`config.mk`:
```
export PLATFORM = sky130hd
export DESIGN_NAME = ring_buffer_queue_unit
export DESIGN_NICKNAME = d
export VERILOG_FILES = /design/src/rtl/rbq_pkg.sv /design/src/rtl/ring_buffer_queue_unit.sv
export SDC_FILE = /design/constraint.sdc
export NUM_CORES = 1
export LEC_CHECK = 0
export BUFFER_PORTS_ARGS = -buffer_cell sky130_fd_sc_hd__buf_2
export CAP_MARGIN = 20
export CELL_PAD_IN_SITES_DETAIL_PLACEMENT = 2
export CELL_PAD_IN_SITES_GLOBAL_PLACEMENT = 2
export CORE_MARGIN = 5
export CORE_UTILIZATION = 48
export CTS_CLUSTER_SIZE = 30
export DETAILED_ROUTE_END_ITERATION = 8
export PLACE_DENSITY_LB_ADDON = 0.1
export SYNTH_ARGS = -nofsm -noshare
export SYNTH_HDL_FRONTEND = slang
export SYNTH_SLANG_ARGS = --single-unit
```
`constraint.sdc`:
```
create_clock -name clk -period 5.9 [get_ports clk]
set_input_delay 0.885 -clock clk [delete_from_list [all_inputs] [get_ports clk]]
set_output_delay 0.885 -clock clk [all_outputs]
set_load 0.01 [all_outputs]
```
`src/rtl/rbq_pkg.sv`:
```
package rbq_pkg;

  localparam int QUEUE_DEPTH = 16;

  localparam int WORD_W = 32;
  localparam int MODE_W = 3;
  localparam int OFF_W  = 4;
  localparam int STAT_W = 2;
  localparam int PTR_W  = (QUEUE_DEPTH > 1) ? $clog2(QUEUE_DEPTH) : 1;
  localparam int CNT_W  = $clog2(QUEUE_DEPTH + 1);
  localparam int DIST_W = (CNT_W > OFF_W) ? CNT_W : OFF_W;
  localparam int SUM_W  = DIST_W + 1;

  typedef enum logic [MODE_W-1:0] {
    MODE_PUSH      = 3'd0,
    MODE_POP       = 3'd1,
    MODE_READ_AT   = 3'd2,
    MODE_READ_HEAD = 3'd3,
    MODE_READ_TAIL = 3'd4,
    MODE_CLEAR     = 3'd5
  } mode_t;

  typedef enum logic [STAT_W-1:0] {
    ST_OK          = 2'd0,
    ST_FULL        = 2'd1,
    ST_EMPTY_RANGE = 2'd2
  } status_t;

endpackage

```
`src/rtl/ring_buffer_queue_unit.sv`:
```
// The result strobe out_valid is high in the cycle right after the request is taken.
// Throughput: one request per cycle while not busy; each request does at most one access
// to the single-port ring memory (registered read), so nothing limits the rate below one
// per cycle. Reset: synchronous, active low; clears head, tail and count; busy stays high
// in reset and in the cycle after it. Ring memory is not cleared. The receiver cannot stall.
module ring_buffer_queue_unit import rbq_pkg::*; (
  input  logic                     clk,
  input  logic                     rst_n,
  input  logic                     start,
  output logic                     busy,
  input  logic [MODE_W-1:0]        in_mode,
  input  logic signed [WORD_W-1:0] in_push_word,
  input  logic [OFF_W-1:0]         in_offset,
  output logic                     out_valid,
  output logic signed [WORD_W-1:0] out_read_word,
  output logic [CNT_W-1:0]         out_count,
  output logic [STAT_W-1:0]        out_status
);

  logic signed [WORD_W-1:0] ring_mem [QUEUE_DEPTH];

  logic                     busy_r;
  logic                     out_valid_r;
  logic [PTR_W-1:0]         head_r, head_nxt;
  logic [PTR_W-1:0]         tail_r, tail_nxt;
  logic [CNT_W-1:0]         count_r, count_nxt;
  status_t                  status_r, status_nxt;
  logic                     rd_hit_r, rd_hit_nxt;
  logic signed [WORD_W-1:0] rd_data_r;

  logic                     accept;
  mode_t                    mode;
  logic [DIST_W-1:0]        span;
  logic [SUM_W-1:0]         sum;
  logic [PTR_W-1:0]         rd_addr;
  logic                     wr_en;

  assign accept = start && !busy_r;
  assign mode   = mode_t'(in_mode);

  function automatic logic [PTR_W-1:0] ring_advance(input logic [PTR_W-1:0] p);
    logic [PTR_W-1:0] q;
    if (p == PTR_W'(QUEUE_DEPTH - 1)) begin
      q = '0;
    end else begin
      q = p + PTR_W'(1);
    end
    return q;
  endfunction

  // head + span stays below twice the depth when in range: one subtract wraps it
  assign sum     = SUM_W'(head_r) + SUM_W'(span);
  assign rd_addr = (sum >= SUM_W'(QUEUE_DEPTH)) ? PTR_W'(sum - SUM_W'(QUEUE_DEPTH))
                                                 : PTR_W'(sum);

  always_comb begin
    head_nxt   = head_r;
    tail_nxt   = tail_r;
    count_nxt  = count_r;
    status_nxt = ST_OK;
    rd_hit_nxt = 1'b0;
    wr_en      = 1'b0;
    span       = '0;
    case (mode)
      MODE_PUSH: begin
        if (count_r == CNT_W'(QUEUE_DEPTH)) begin
          status_nxt = ST_FULL;
        end else begin
          wr_en     = 1'b1;
          tail_nxt  = ring_advance(tail_r);
          count_nxt = count_r + CNT_W'(1);
        end
      end
      MODE_POP: begin
        if (count_r == '0) begin
          status_nxt = ST_EMPTY_RANGE;
        end else begin
          head_nxt  = ring_advance(head_r);
          count_nxt = count_r - CNT_W'(1);
        end
      end
      MODE_READ_AT: begin
        span = DIST_W'(in_offset);
        if (DIST_W'(in_offset) >= DIST_W'(count_r)) begin
          status_nxt = ST_EMPTY_RANGE;
        end else begin
          rd_hit_nxt = 1'b1;
        end
      end
      MODE_READ_HEAD: begin
        if (count_r == '0) begin
          status_nxt = ST_EMPTY_RANGE;
        end else begin
          rd_hit_nxt = 1'b1;
        end
      end
      MODE_READ_TAIL: begin
        span = DIST_W'(count_r - CNT_W'(1));
        if (count_r == '0) begin
          status_nxt = ST_EMPTY_RANGE;
        end else begin
          rd_hit_nxt = 1'b1;
        end
      end
      MODE_CLEAR: begin
        head_nxt  = '0;
        tail_nxt  = '0;
        count_nxt = '0;
      end
      default: begin
      end
    endcase
  end

  always_ff @(posedge clk) begin
    if (accept && wr_en) begin
      ring_mem[tail_r] <= in_push_word;
    end
  end

  // a push lands before the next request reads, so no forwarding is needed
  always_ff @(posedge clk) begin
    if (accept && rd_hit_nxt) begin
      rd_data_r <= ring_mem[rd_addr];
    end
  end

  always_ff @(posedge clk) begin
    if (!rst_n) begin
      busy_r      <= 1'b1;
      out_valid_r <= 1'b0;
      head_r      <= '0;
      tail_r      <= '0;
      count_r     <= '0;
      status_r    <= ST_OK;
      rd_hit_r    <= 1'b0;
    end else begin
      busy_r      <= 1'b0;
      out_valid_r <= accept;
      if (accept) begin
        head_r   <= head_nxt;
        tail_r   <= tail_nxt;
        count_r  <= count_nxt;
        status_r <= status_nxt;
        rd_hit_r <= rd_hit_nxt;
      end
    end
  end

  assign busy          = busy_r;
  assign out_valid     = out_valid_r;
  assign out_count     = count_r;
  assign out_status    = status_r;
  assign out_read_word = rd_hit_r ? rd_data_r : '0;

  a_strobe_follows: assert property (@(posedge clk) disable iff (!rst_n)
    (start && !busy) |=> out_valid)
    else $error("result strobe missing after request");

  a_no_spurious: assert property (@(posedge clk) disable iff (!rst_n)
    !(start && !busy) |=> !out_valid)
    else $error("result strobe without request");

  a_full_count: assert property (@(posedge clk) disable iff (!rst_n)
    (out_valid && out_status == ST_FULL) |-> out_count == CNT_W'(QUEUE_DEPTH))
    else $error("full status with queue not full");

  a_err_zero: assert property (@(posedge clk) disable iff (!rst_n)
    (out_valid && out_status != ST_OK) |-> out_read_word == '0)
    else $error("nonzero word on refused request");

  a_count_bound: assert property (@(posedge clk) disable iff (!rst_n)
    out_valid |-> out_count <= CNT_W'(QUEUE_DEPTH))
    else $error("count beyond depth");

endmodule

```
## Word-level counts from Yosys, hierarchy flattened

Memory sizes are Yosys's and may differ from the RTL's. A register that Yosys moved wholly into a read port is not among the register bits.
Index checks and enable logic that the tools add are counted.

| cells by class | value |
|---|---|
| order comparisons | 2 |
| add/subtract/negate cells | 6 |
| mux-type cells | 24 |
| equal/unequal tests | 10 |
| reduce and logical (&&, ||, !) cells | 14 |

Operators by type and width:

| cell | number |
|---|---|
| $mux W32 | 1 |
| $mux W4 | 5 |
| $pmux W4 S2 | 2 |
| $pmux W5 S3 | 1 |
| $mux W5 | 2 |
| $pmux W5 S2 | 1 |
| $add A4 B1 Y4 const B | 2 |
| $eq A4 B4 Y1 const B | 2 |
| $mux W1 | 8 |
| $add A4 B5 Y6 | 1 |
| $eq A3 B2 Y1 const B | 2 |
| $eq A3 B3 Y1 const B | 2 |
| $ge A6 B5 Y1 const B | 1 |
| $pmux W2 S3 | 1 |
| $reduce_and A3 Y1 | 2 |
| $add A5 B1 Y5 const B | 1 |
| $eq A5 B5 Y1 const B | 1 |
| $ge A4 B5 Y1 | 1 |
| $logic_not A5 Y1 | 1 |
| $sub A5 B1 Y5 const B | 1 |
| $mux W2 | 2 |
| $ne A2 B2 Y1 const B | 2 |
| $reduce_and A4 Y1 | 1 |
| $reduce_bool A2 Y1 | 2 |
| 9 further kinds | 11 |

| word-level totals | value |
|---|---|
| word-level logic and storage cells | 64 |
| register bits after elaboration | 18 |
| output and inout bits | 41 |
| input bits | 42 |
| RAM bits | 512 |
| memories | 1 |

Memory list:

| memory | depth | bits a word | read ports | clocked after memory_dff | wr ports | RTL line | RTL |
|---|---|---|---|---|---|---|---|
| ring_mem | 16 | 32 | 1 | 1 | 1 | ring_buffer_queue_unit.sv:20 | `logic signed [WORD_W-1:0] ring_mem [QUEUE_DEPTH];` |

## Longest topological paths before layout

Gate-level depths: netlist of run 1.

| depth | value |
|---|---|
| word-level depth | 6 |
| mapped depth | 13 |
| mapped depth without buffers | 12 |

## Least setup slack after synthesis of run 1

OpenSTA, ideal clock, no wires.

| timing path | value |
|---|---|
| path type | input-to-reg |
| start | input in_mode[2] |
| end | memory ring_mem[3][0], enable pin |
| library setup time | 0.461 ns |
| stages on the path | 5 |
| data arrival time | 4.107 ns |
| setup slack | 1.333 ns |
| data required time | 5.439 ns |
| path buffers | 1 |
| cell sequence | buf_2 > nor4_1 > a21boi_1 > nand2_1 > nor3_1 |

| between the ends | value |
|---|---|
| word-level cells in the longest chain between the ends | 5 |

Ends and longest elaborated chain:

| item | RTL line | RTL |
|---|---|---|
| start, declared | ring_buffer_queue_unit.sv:11 | `input logic [MODE_W-1:0] in_mode,` |
| $logic_not A3 Y1 | ring_buffer_queue_unit.sv:64 | `case (mode)` |
| $mux W1 | ring_buffer_queue_unit.sv:64 |  |
| $logic_and A1 B1 Y1 | ring_buffer_queue_unit.sv:116 | `if (accept && wr_en) begin` |
| $mux W1 | ring_buffer_queue_unit.sv:116 |  |
| $mux W1 (not written as such) | ring_buffer_queue_unit.sv:117 | `ring_mem[tail_r] <= in_push_word;` |
| end, declared | ring_buffer_queue_unit.sv:20 |  |

No other way between the ends.

## Worst setup path after layout of run 1

| timing path | value |
|---|---|
| start | register count_r[0], in the netlist out_count[0] |
| end | register rd_data_r[21] (read register of ring_mem), data pin |

| between the ends | value |
|---|---|
| word-level cells in the longest chain between the ends | 5 |
| elaborated cells on any way between the ends | 12 |
| those cells by class | 3 x add/sub; 2 x order compare; 5 x mux; 2 x reduce/logical |

Ends and longest elaborated chain:

| item | RTL line | RTL |
|---|---|---|
| start, declared | ring_buffer_queue_unit.sv:26 | `logic [CNT_W-1:0] count_r, count_nxt;` |
| start signal, assigned | ring_buffer_queue_unit.sv:143 | `count_r <= count_nxt;` |
| $sub A5 B1 Y5 | ring_buffer_queue_unit.sv:98 | `span = DIST_W'(count_r - CNT_W'(1));` |
| $pmux W5 S2 | ring_buffer_queue_unit.sv:64 |  |
| $add A4 B5 Y6 | ring_buffer_queue_unit.sv:52 | `assign sum = SUM_W'(head_r) + SUM_W'(span);` |
| $ge A6 B5 Y1 or $sub A4 B1 Y4 (tied branches) | ring_buffer_queue_unit.sv:53 | `assign rd_addr = (sum >= SUM_W'(QUEUE_DEPTH)) ? PTR_W'(sum - SUM_W'(QUEUE_DEPTH))` |
| $mux W4 | ring_buffer_queue_unit.sv:53 |  |
| end, declared | ring_buffer_queue_unit.sv:29 | `logic signed [WORD_W-1:0] rd_data_r;` |

Several ways; a longest one is shown, not always the timed one.
A chain may end at the register's enable or synchronous reset.

==> results by group, run 1 <==
Setup path
  • Worst setup EP type: flip-flop
  • Crit path DAT: 4.85 ns
  • Reg2Reg Setup Slack: 1.50 ns
  • Startpoint Class: flip-flop
  • Crit Path Category: flip-flop to flip-flop
  • Worst Path Required: 6.35 ns
  • CP peak stage delay: 0.66 ns
  • Reg-to-Reg End: rd_data_r[21]$_DFFE_PP_
  • Critical-path top delay cell: buf_4
  • Worst path cell trace: inv_1, ha_1, nor2_1, a21oi_1, nor2_1, ha_1, a21o_1, a21oi_2, xnor2_4, xnor2_4, buf_4, nand3_1, nand4_1
  • Crit Path Max Fanout: 48
  • Worst reg-to-reg path cell count: 13
  • Worst r2r src: out_count[0]$_SDFFE_PN0P_

Clock network
  • Hold-fix buffers, CTS: 0
  • CTS sink cnt: 562
  • Worst-path clk slew: 0.07 ns
  • CTS tree: built
  • Worst-case clock buffer depth: 3
  • CTS root buf: clkbuf_16
  • CTS HTree Levels: 2
  • Clk_lat worst skew: 0.62 ns
  • Post-CTS setup repair buffer count: 0
  • Cts repair resizes: 0
  • Clock buffer count from CTS: 58

Routing
  • Wire per inst: 35.3 um
  • Met3 WL: 4010 um
  • Post-DRT Antenna Nets: 0
  • Detailed Route Iter0 Violations: 1199
  • DRC violation count after routing: 0
  • Drt via density: 6.31
  • Vias post-DR: 11908
  • DRT met1 WL: 26900 um
  • Routed Wire Length: 66600 um
  • Met2 routed WL: 33800 um
  • DRT Pass-1 Iters: 5
  • Top Metal Used: met5

Placement
  • GP Congestion: 0.747
  • PortBufs: 82
  • Placed insts: 1777
  • Placement Cell Area: 23400 sq um
  • Hpwl dp: 36700 um

Synth
  • Top cells by count, synth: edfxtp_1 (544), nand3_1 (132), mux4_2 (128)
  • XOR/XNOR Fraction of Synth Area: 0.644%
  • Most numerous cell in the Yosys netlist: edfxtp_1
  • Synthesized area: 22200 sq um
  • Post-synth EDFFs: 544
  • Area leader, netlist: edfxtp_1
  • Synth top area cells: edfxtp_1 (74%), mux4_2 (13%), nand3_1 (3.0%), dfxtp_1 (1.6%), and2_1 (0.99%)
  • Simple-gate portion of the synthesized area: 6.65%
  • Post-synth net total: 1187
  • Syn Inst Count: 1129
  • Ys Warns: 0
  • Post-synth cell types: 52
  • Primary FF master, synth: edfxtp_1
  • Adder-cell area share of the yosys netlist: 0.938%
  • Sequential area share after synthesis: 75.4%
  • FF+latch count, synth: 562
  • Mean Syn Cell Area: 19.6 sq um
  • Synth Area in Compound Gates: 1.64%
  • Post-synth ARST share: 0%
  • Largest family of logic cells by synthesized area: multiplexers
  • Portion of netlist area occupied by mux cells: 13.1%
  • Share of the synthesized area in the top cell type: 73.7%

Floorplan
  • Die area: 50500 sq um
  • IO Count: 83
  • Num rows: 78
  • Horiz. Die Dim: 225 um
  • Initial Util: 48.7%
  • Core area: 45500 sq um
  • Die span in y: 225 um

STA
  • Final period util: 74.5%
  • Final Skew: 0.0285 ns
  • Final slew viol count: 0
  • Final Hold Vio Count: 0
  • Worst Tran Pin Value: 1.09 ns
  • Tmin final: 4.40 ns
  • Setup violations, final: 0
  • Relative slew slack: 27.1%
  • Fin Setup TNS: 0 ns
  • RSZ-0062 raised after global routing: false
  • Max Clk Rate: 0.227 GHz

Global route
  • Largest net degree at the start of global routing: 87
  • First-pass GRT wire length: 97300 um
  • Number of global-route vias before repair: 13311
  • Global Route Usage Sum: 26.8%
  • GRT overflow: 0
  • Initial antenna violation count: 8

Layout
  • Synthesis-to-finish area growth: 13.8%
  • Ratio of cells with drive above 1 in the final layout: 27.2%
  • Non-Filler Instances: 1887
  • Final Cell Area: 25200 sq um
  • Final #Nets: 1295
  • Fill cells: 3896

Min path
  • Hold crit path type: flip-flop to flip-flop
  • Hold_sp: out_status[1]$_SDFFE_PN0P_
  • Hold Path Stages: 2
  • Hold path endpoint: out_status[1]$_SDFFE_PN0P_

Outcome
  • Outcome: finished, final reports clean

Power
  • Worst VDD drop: 0.241 mV
  • Cell area power density: 330 nW/um^2
  • Pleak: 0.00798 uW

Run
  • Max Cap Viol: 0
state kept, by name (all words and copies together) (netlist names):
register	count
ring_mem	512
rd_data_r	32
out_count	5
head_r	4
tail_r	4
out_status	2
busy	1
out_valid	1
rd_hit_r	1
worst max path at each step:
stage,from,endpoint,slack (ns)
after detailed placement,in_mode[2],rd_data_r[0]$_DFFE_PP_,1.34
after global routing,out_count[0]$_SDFFE_PN0P_,rd_data_r[0]$_DFFE_PP_,1.29
after CTS,out_count[0]$_SDFFE_PN0P_,rd_data_r[0]$_DFFE_PP_,1.47
after floorplan,in_mode[2],ring_mem[3][0]$_DFFE_PP_,1.33
after global placement,in_mode[2],rd_data_r[9]$_DFFE_PP_,1.74
final,out_count[0]$_SDFFE_PN0P_,rd_data_r[21]$_DFFE_PP_,1.50
where the power goes:
part           internal (uW)  switching (uW)  total (uW)  leakage (uW)
sequential              4390            6.27        4390       0.00504
combinational            166             272         438       0.00209
clock                   1950            1550        3500      0.000854
total                   6500            1830        8330       0.00798
stage by stage:
stage                     util [%]  total power (uW)  setup slack (ns)  hold WS (ns)
after floorplan                  -              4750              1.33         0.481
after global placement        51.5              4890              1.74         0.441
after detailed placement      51.5              4910              1.34         0.473
after CTS                     55.4              8410              1.47         0.489
after global routing          55.4              8640              1.29         0.509
final                         55.4              8330              1.50         0.488
placed cells by master (no fill, tap or decap), types with 21 or more instances in the layout:
| cell type | Yosys | layout |
|---|---|---|
| nand3_1 | 132 | 132 |
| and2_1 | 35 | 35 |
| buf_2 | 10 | 82 |
| mux4_2 | 128 | 128 |
| edfxtp_1 | 544 | 544 |
| clkbuf_16 | 0 | 59 |
| nand4_1 | 34 | 34 |
| nor2_1 | 33 | 21 |
| buf_4 | 2 | 32 |
| clkinv_1 | 0 | 21 |
cell type report:
type | instances | area [sq um] | share of cell area, %
diodes | 2 | 5.00 | 0.0199
clock buffers | 75 | 1570 | 6.21
clock inverters | 33 | 200 | 0.794
inverters | 10 | 37.5 | 0.149
multi-input cells | 488 | 5240 | 20.8
flip-flops and latches | 562 | 16700 | 66.2
well taps | 600 | 751 | 2.98
repair buffers | 117 | 711 | 2.82
critical path, delay by kind of cell, from the launching register on:
kind            cells  cell delay [ns]
flops               1             0.50
simple gates        4             0.71
buf+inv             2             0.87
fa+ha+maj           2             0.66
xor+xnor            2             0.82
compound gates      3             0.59
logic make-up (layout without fill, tap and decap cells):
logic type | Yosys count | in the layout
DFF | 562 | 562
and+or+nand+nor | 279 | 279
muxes | 129 | 129
buffers and inverters | 79 | 235
AOI/OAI and AO/OA | 55 | 55
adders and majority gates | 16 | 16
xor gates and xnor gates | 9 | 9
other | 0 | 2
layer usage:
layer  vias up  track usage [%]
met3       117             4.76
met5         -                0
met2       460             45.1
met1      6468             36.4
li1       4859                -
met4         4             7.82
Note: power is estimated with default switching activity, not from simulation.
==> run 2: changes to the inputs <==
Settings changed: ABC_AREA from default to 1, CORE_UTILIZATION 48 to 42.
Clock period 5.9 ns to 4.6 ns, I/O delays scaled along.
==> run 2 against run 1 <==
Via count up 36%. Die area rose by 20%. Fmax rose by 16%. Sequential cell count unchanged. Clock power grew 31%. Worst hold slack got worse by 0.096 ns. Clock skew fell by 0.016 ns. Sequential share of layout area fell by 3.8 points. Combinational power grew 99%. Clock-buffer cell count rose by 11. Critical path depth is the same. Area after synthesis grew 5.7%. Largest cell class unchanged.
==> results by group, run 2 <==
Power
  • Pleak: 0.0101 uW
  • Cell area power density: 415 nW/um^2
  • Worst VDD drop: 0.343 mV

Clock network
  • Clock buffer count from CTS: 60
  • Worst-case clock buffer depth: 3
  • Cts repair resizes: 0
  • Hold-fix buffers, CTS: 0
  • CTS sink cnt: 562
  • Clk_lat worst skew: 0.62 ns
  • CTS tree: built
  • CTS root buf: clkbuf_16
  • Worst-path clk slew: 0.06 ns
  • Post-CTS setup repair buffer count: 0
  • CTS HTree Levels: 2

Synth
  • Synthesized area: 23400 sq um
  • Post-synth ARST share: 0%
  • Post-synth cell types: 31
  • Most numerous cell in the Yosys netlist: edfxtp_1
  • Top cells by count, synth: edfxtp_1 (544), nand2_1 (488), nor2_1 (280)
  • Syn Inst Count: 2059
  • Share of the synthesized area in the top cell type: 69.7%
  • Primary FF master, synth: edfxtp_1
  • Mean Syn Cell Area: 11.4 sq um
  • Post-synth net total: 2117
  • Area leader, netlist: edfxtp_1
  • Synth top area cells: edfxtp_1 (70%), nand2_1 (7.8%), nor2_1 (4.5%), o21ai_0 (4.4%), inv_1 (2.5%)
  • Ys Warns: 0
  • FF+latch count, synth: 562
  • Sequential area share after synthesis: 71.3%
  • Post-synth EDFFs: 544

Layout
  • Regs by FF count: ring_mem: 512 flops, rd_data_r: 32 flops, out_count: 5 flops
  • Max reg flops: 512
  • Largest Register: ring_mem
  • Commonest non-fill, non-tap cells in the layout: edfxtp_1 (544), nand2_1 (488), nor2_1 (267), o21ai_0 (208), inv_1 (153)
  • Fill cells: 5526
  • Commonest non-fill, non-tap cell in the layout: edfxtp_1
  • Final Cell Area: 26800 sq um
  • Final #Nets: 2188
  • Ratio of cells with drive above 1 in the final layout: 10.8%
  • Synthesis-to-finish area growth: 14.2%

Setup path
  • Crit Path Category: flip-flop to flip-flop
  • Critical-path top delay cell: fa_4
  • Startpoint Class: flip-flop
  • CP peak stage delay: 0.77 ns
  • Worst Path Required: 4.97 ns
  • Worst setup EP type: flip-flop
  • Crit Path Max Fanout: 66
  • Crit path DAT: 4.18 ns
  • Worst path cell trace: inv_1, ha_1, o21ai_0, fa_4, inv_6, buf_12, nor2_1, o21ai_0, o21ai_0, nand2_1, nand2_1, nand3_1, nand2_1

Floorplan
  • Die span in y: 246 um
  • Horiz. Die Dim: 246 um
  • Initial Util: 42.4%
  • Core area: 55200 sq um
  • IO Count: 83
  • Die area: 60600 sq um
  • Num rows: 86

Routing
  • DRC violation count after routing: 0
  • Post-DRT Antenna Nets: 0
  • Wire per inst: 25.4 um
  • Drt via density: 5.51
  • DRT Pass-1 Iters: 6
  • Routed Wire Length: 74500 um
  • Detailed Route Iter0 Violations: 1085
  • Vias post-DR: 16159

Global route
  • Largest net degree at the start of global routing: 204
  • Number of global-route vias before repair: 17901
  • GRT overflow: 0
  • First-pass GRT wire length: 112000 um
  • Global Route Usage Sum: 24.5%
  • Initial antenna violation count: 6

STA
  • Tmin final: 3.80 ns
  • Fin Setup TNS: 0 ns
  • Final period util: 82.7%
  • RSZ-0062 raised after global routing: false
  • Final slew viol count: 0
  • Setup violations, final: 0
  • Max Clk Rate: 0.263 GHz
  • Relative slew slack: 27.7%
  • Final Skew: 0.0121 ns
  • Worst Tran Pin Value: 1.09 ns
  • Final Hold Vio Count: 0

Placement
  • PortBufs: 82
  • Placement Cell Area: 24900 sq um
  • GP Congestion: 0.764
  • Hpwl dp: 41000 um

Outcome
  • Outcome: finished, final reports clean

Run
  • Max Cap Viol: 0

Min path
  • Hold crit path type: input port to flip-flop
[run 2: changes by cell type after synthesis, moves of 27 or more]
cell and delta:
nand4_1 -31, and2_1 -35, o211ai_1 +72, mux4_2 -128
nand3_1 -69, nand2_1 +473, o22ai_1 +27, buf_2 +39
inv_1 +144, nor2_1 +247, o21ai_0 +199
[run 2: path summary, 6_finish.rpt]
| path | startpoint | end | slack, ns | cells after the start |
|---|---|---|---|---|
| worst max-delay path | out_count[0]$_SDFFE_PN0P_ | rd_data_r[13]$_DFFE_PP_ | 0.80 | 13 |
| worst min-delay path | rst_n | out_count[3]$_SDFFE_PN0P_ | 0.39 | 3 |
| worst max register to register | out_count[0]$_SDFFE_PN0P_ | rd_data_r[13]$_DFFE_PP_ | 0.80 | 13 |
| worst min register to register | out_status[1]$_SDFFE_PN0P_ | out_status[1]$_SDFFE_PN0P_ | 0.49 | 2 |
[run 2: cell type report]
type	instances	area [sq um]	area share, %
tap	748	936	3.50
antenna	5	12.5	0.0468
sequential	562	16700	62.4
clock buffer	86	1700	6.34
inverter	159	604	2.26
timing repair buffer	121	941	3.52
multi-input combinational	1226	5730	21.4
clock inverter	25	144	0.538
[run 2: report_power, final]
| part | total, uW | switching [uW] | internal [uW] |
|---|---|---|---|
| clock | 4600 | 2000 | 2600 |
| sequential | 5640 | 9.24 | 5630 |
| combinational | 872 | 628 | 244 |
[run 2: stage by stage]
stage	worst slack [ns]	cells	utilization, %	hold slack (ns)	power, uW
after global routing	0.523	2930	48.5	0.383	11500
final	0.796	2932	48.5	0.391	11100
after detailed placement	0.694	2815	45.1	0.483	6620
after CTS	0.765	2926	48.4	0.362	11200
after global placement	0.841	2815	45.1	0.460	6560
after floorplan	0.652	2059	-	0.483	6300
[run 2: cell families (layout without fill, tap and decap cells)]
kind of cell	Yosys count	count (layout)	synth area share, %
and+or+nand+nor	847	847	14.2
DFF	562	562	71.3
AOI/OAI and AO/OA	359	359	8.65
buffers and inverters	271	391	4.88
adders and majority gates	16	16	0.887
xor gates and xnor gates	4	4	0.150
other	0	5	0
[run 2: metal layers]
layer  track usage (%)  routed length (um)  vias to the layer above
met2              44.0               38800                      352
met3              3.32                2970                       99
met5                 0                  13                        -
li1                  -                   -                     7234
met1              31.8               31300                     8472
met4              5.83                1320                        2
[run 2: worst max-delay path: cells and delay by family, from the launching register on]
family	cells	cell delay (ns)
compound gates	3	0.61
buf+inv	3	0.82
fa+ha+maj	2	1.13
simple gates	5	0.41
flops	1	0.49
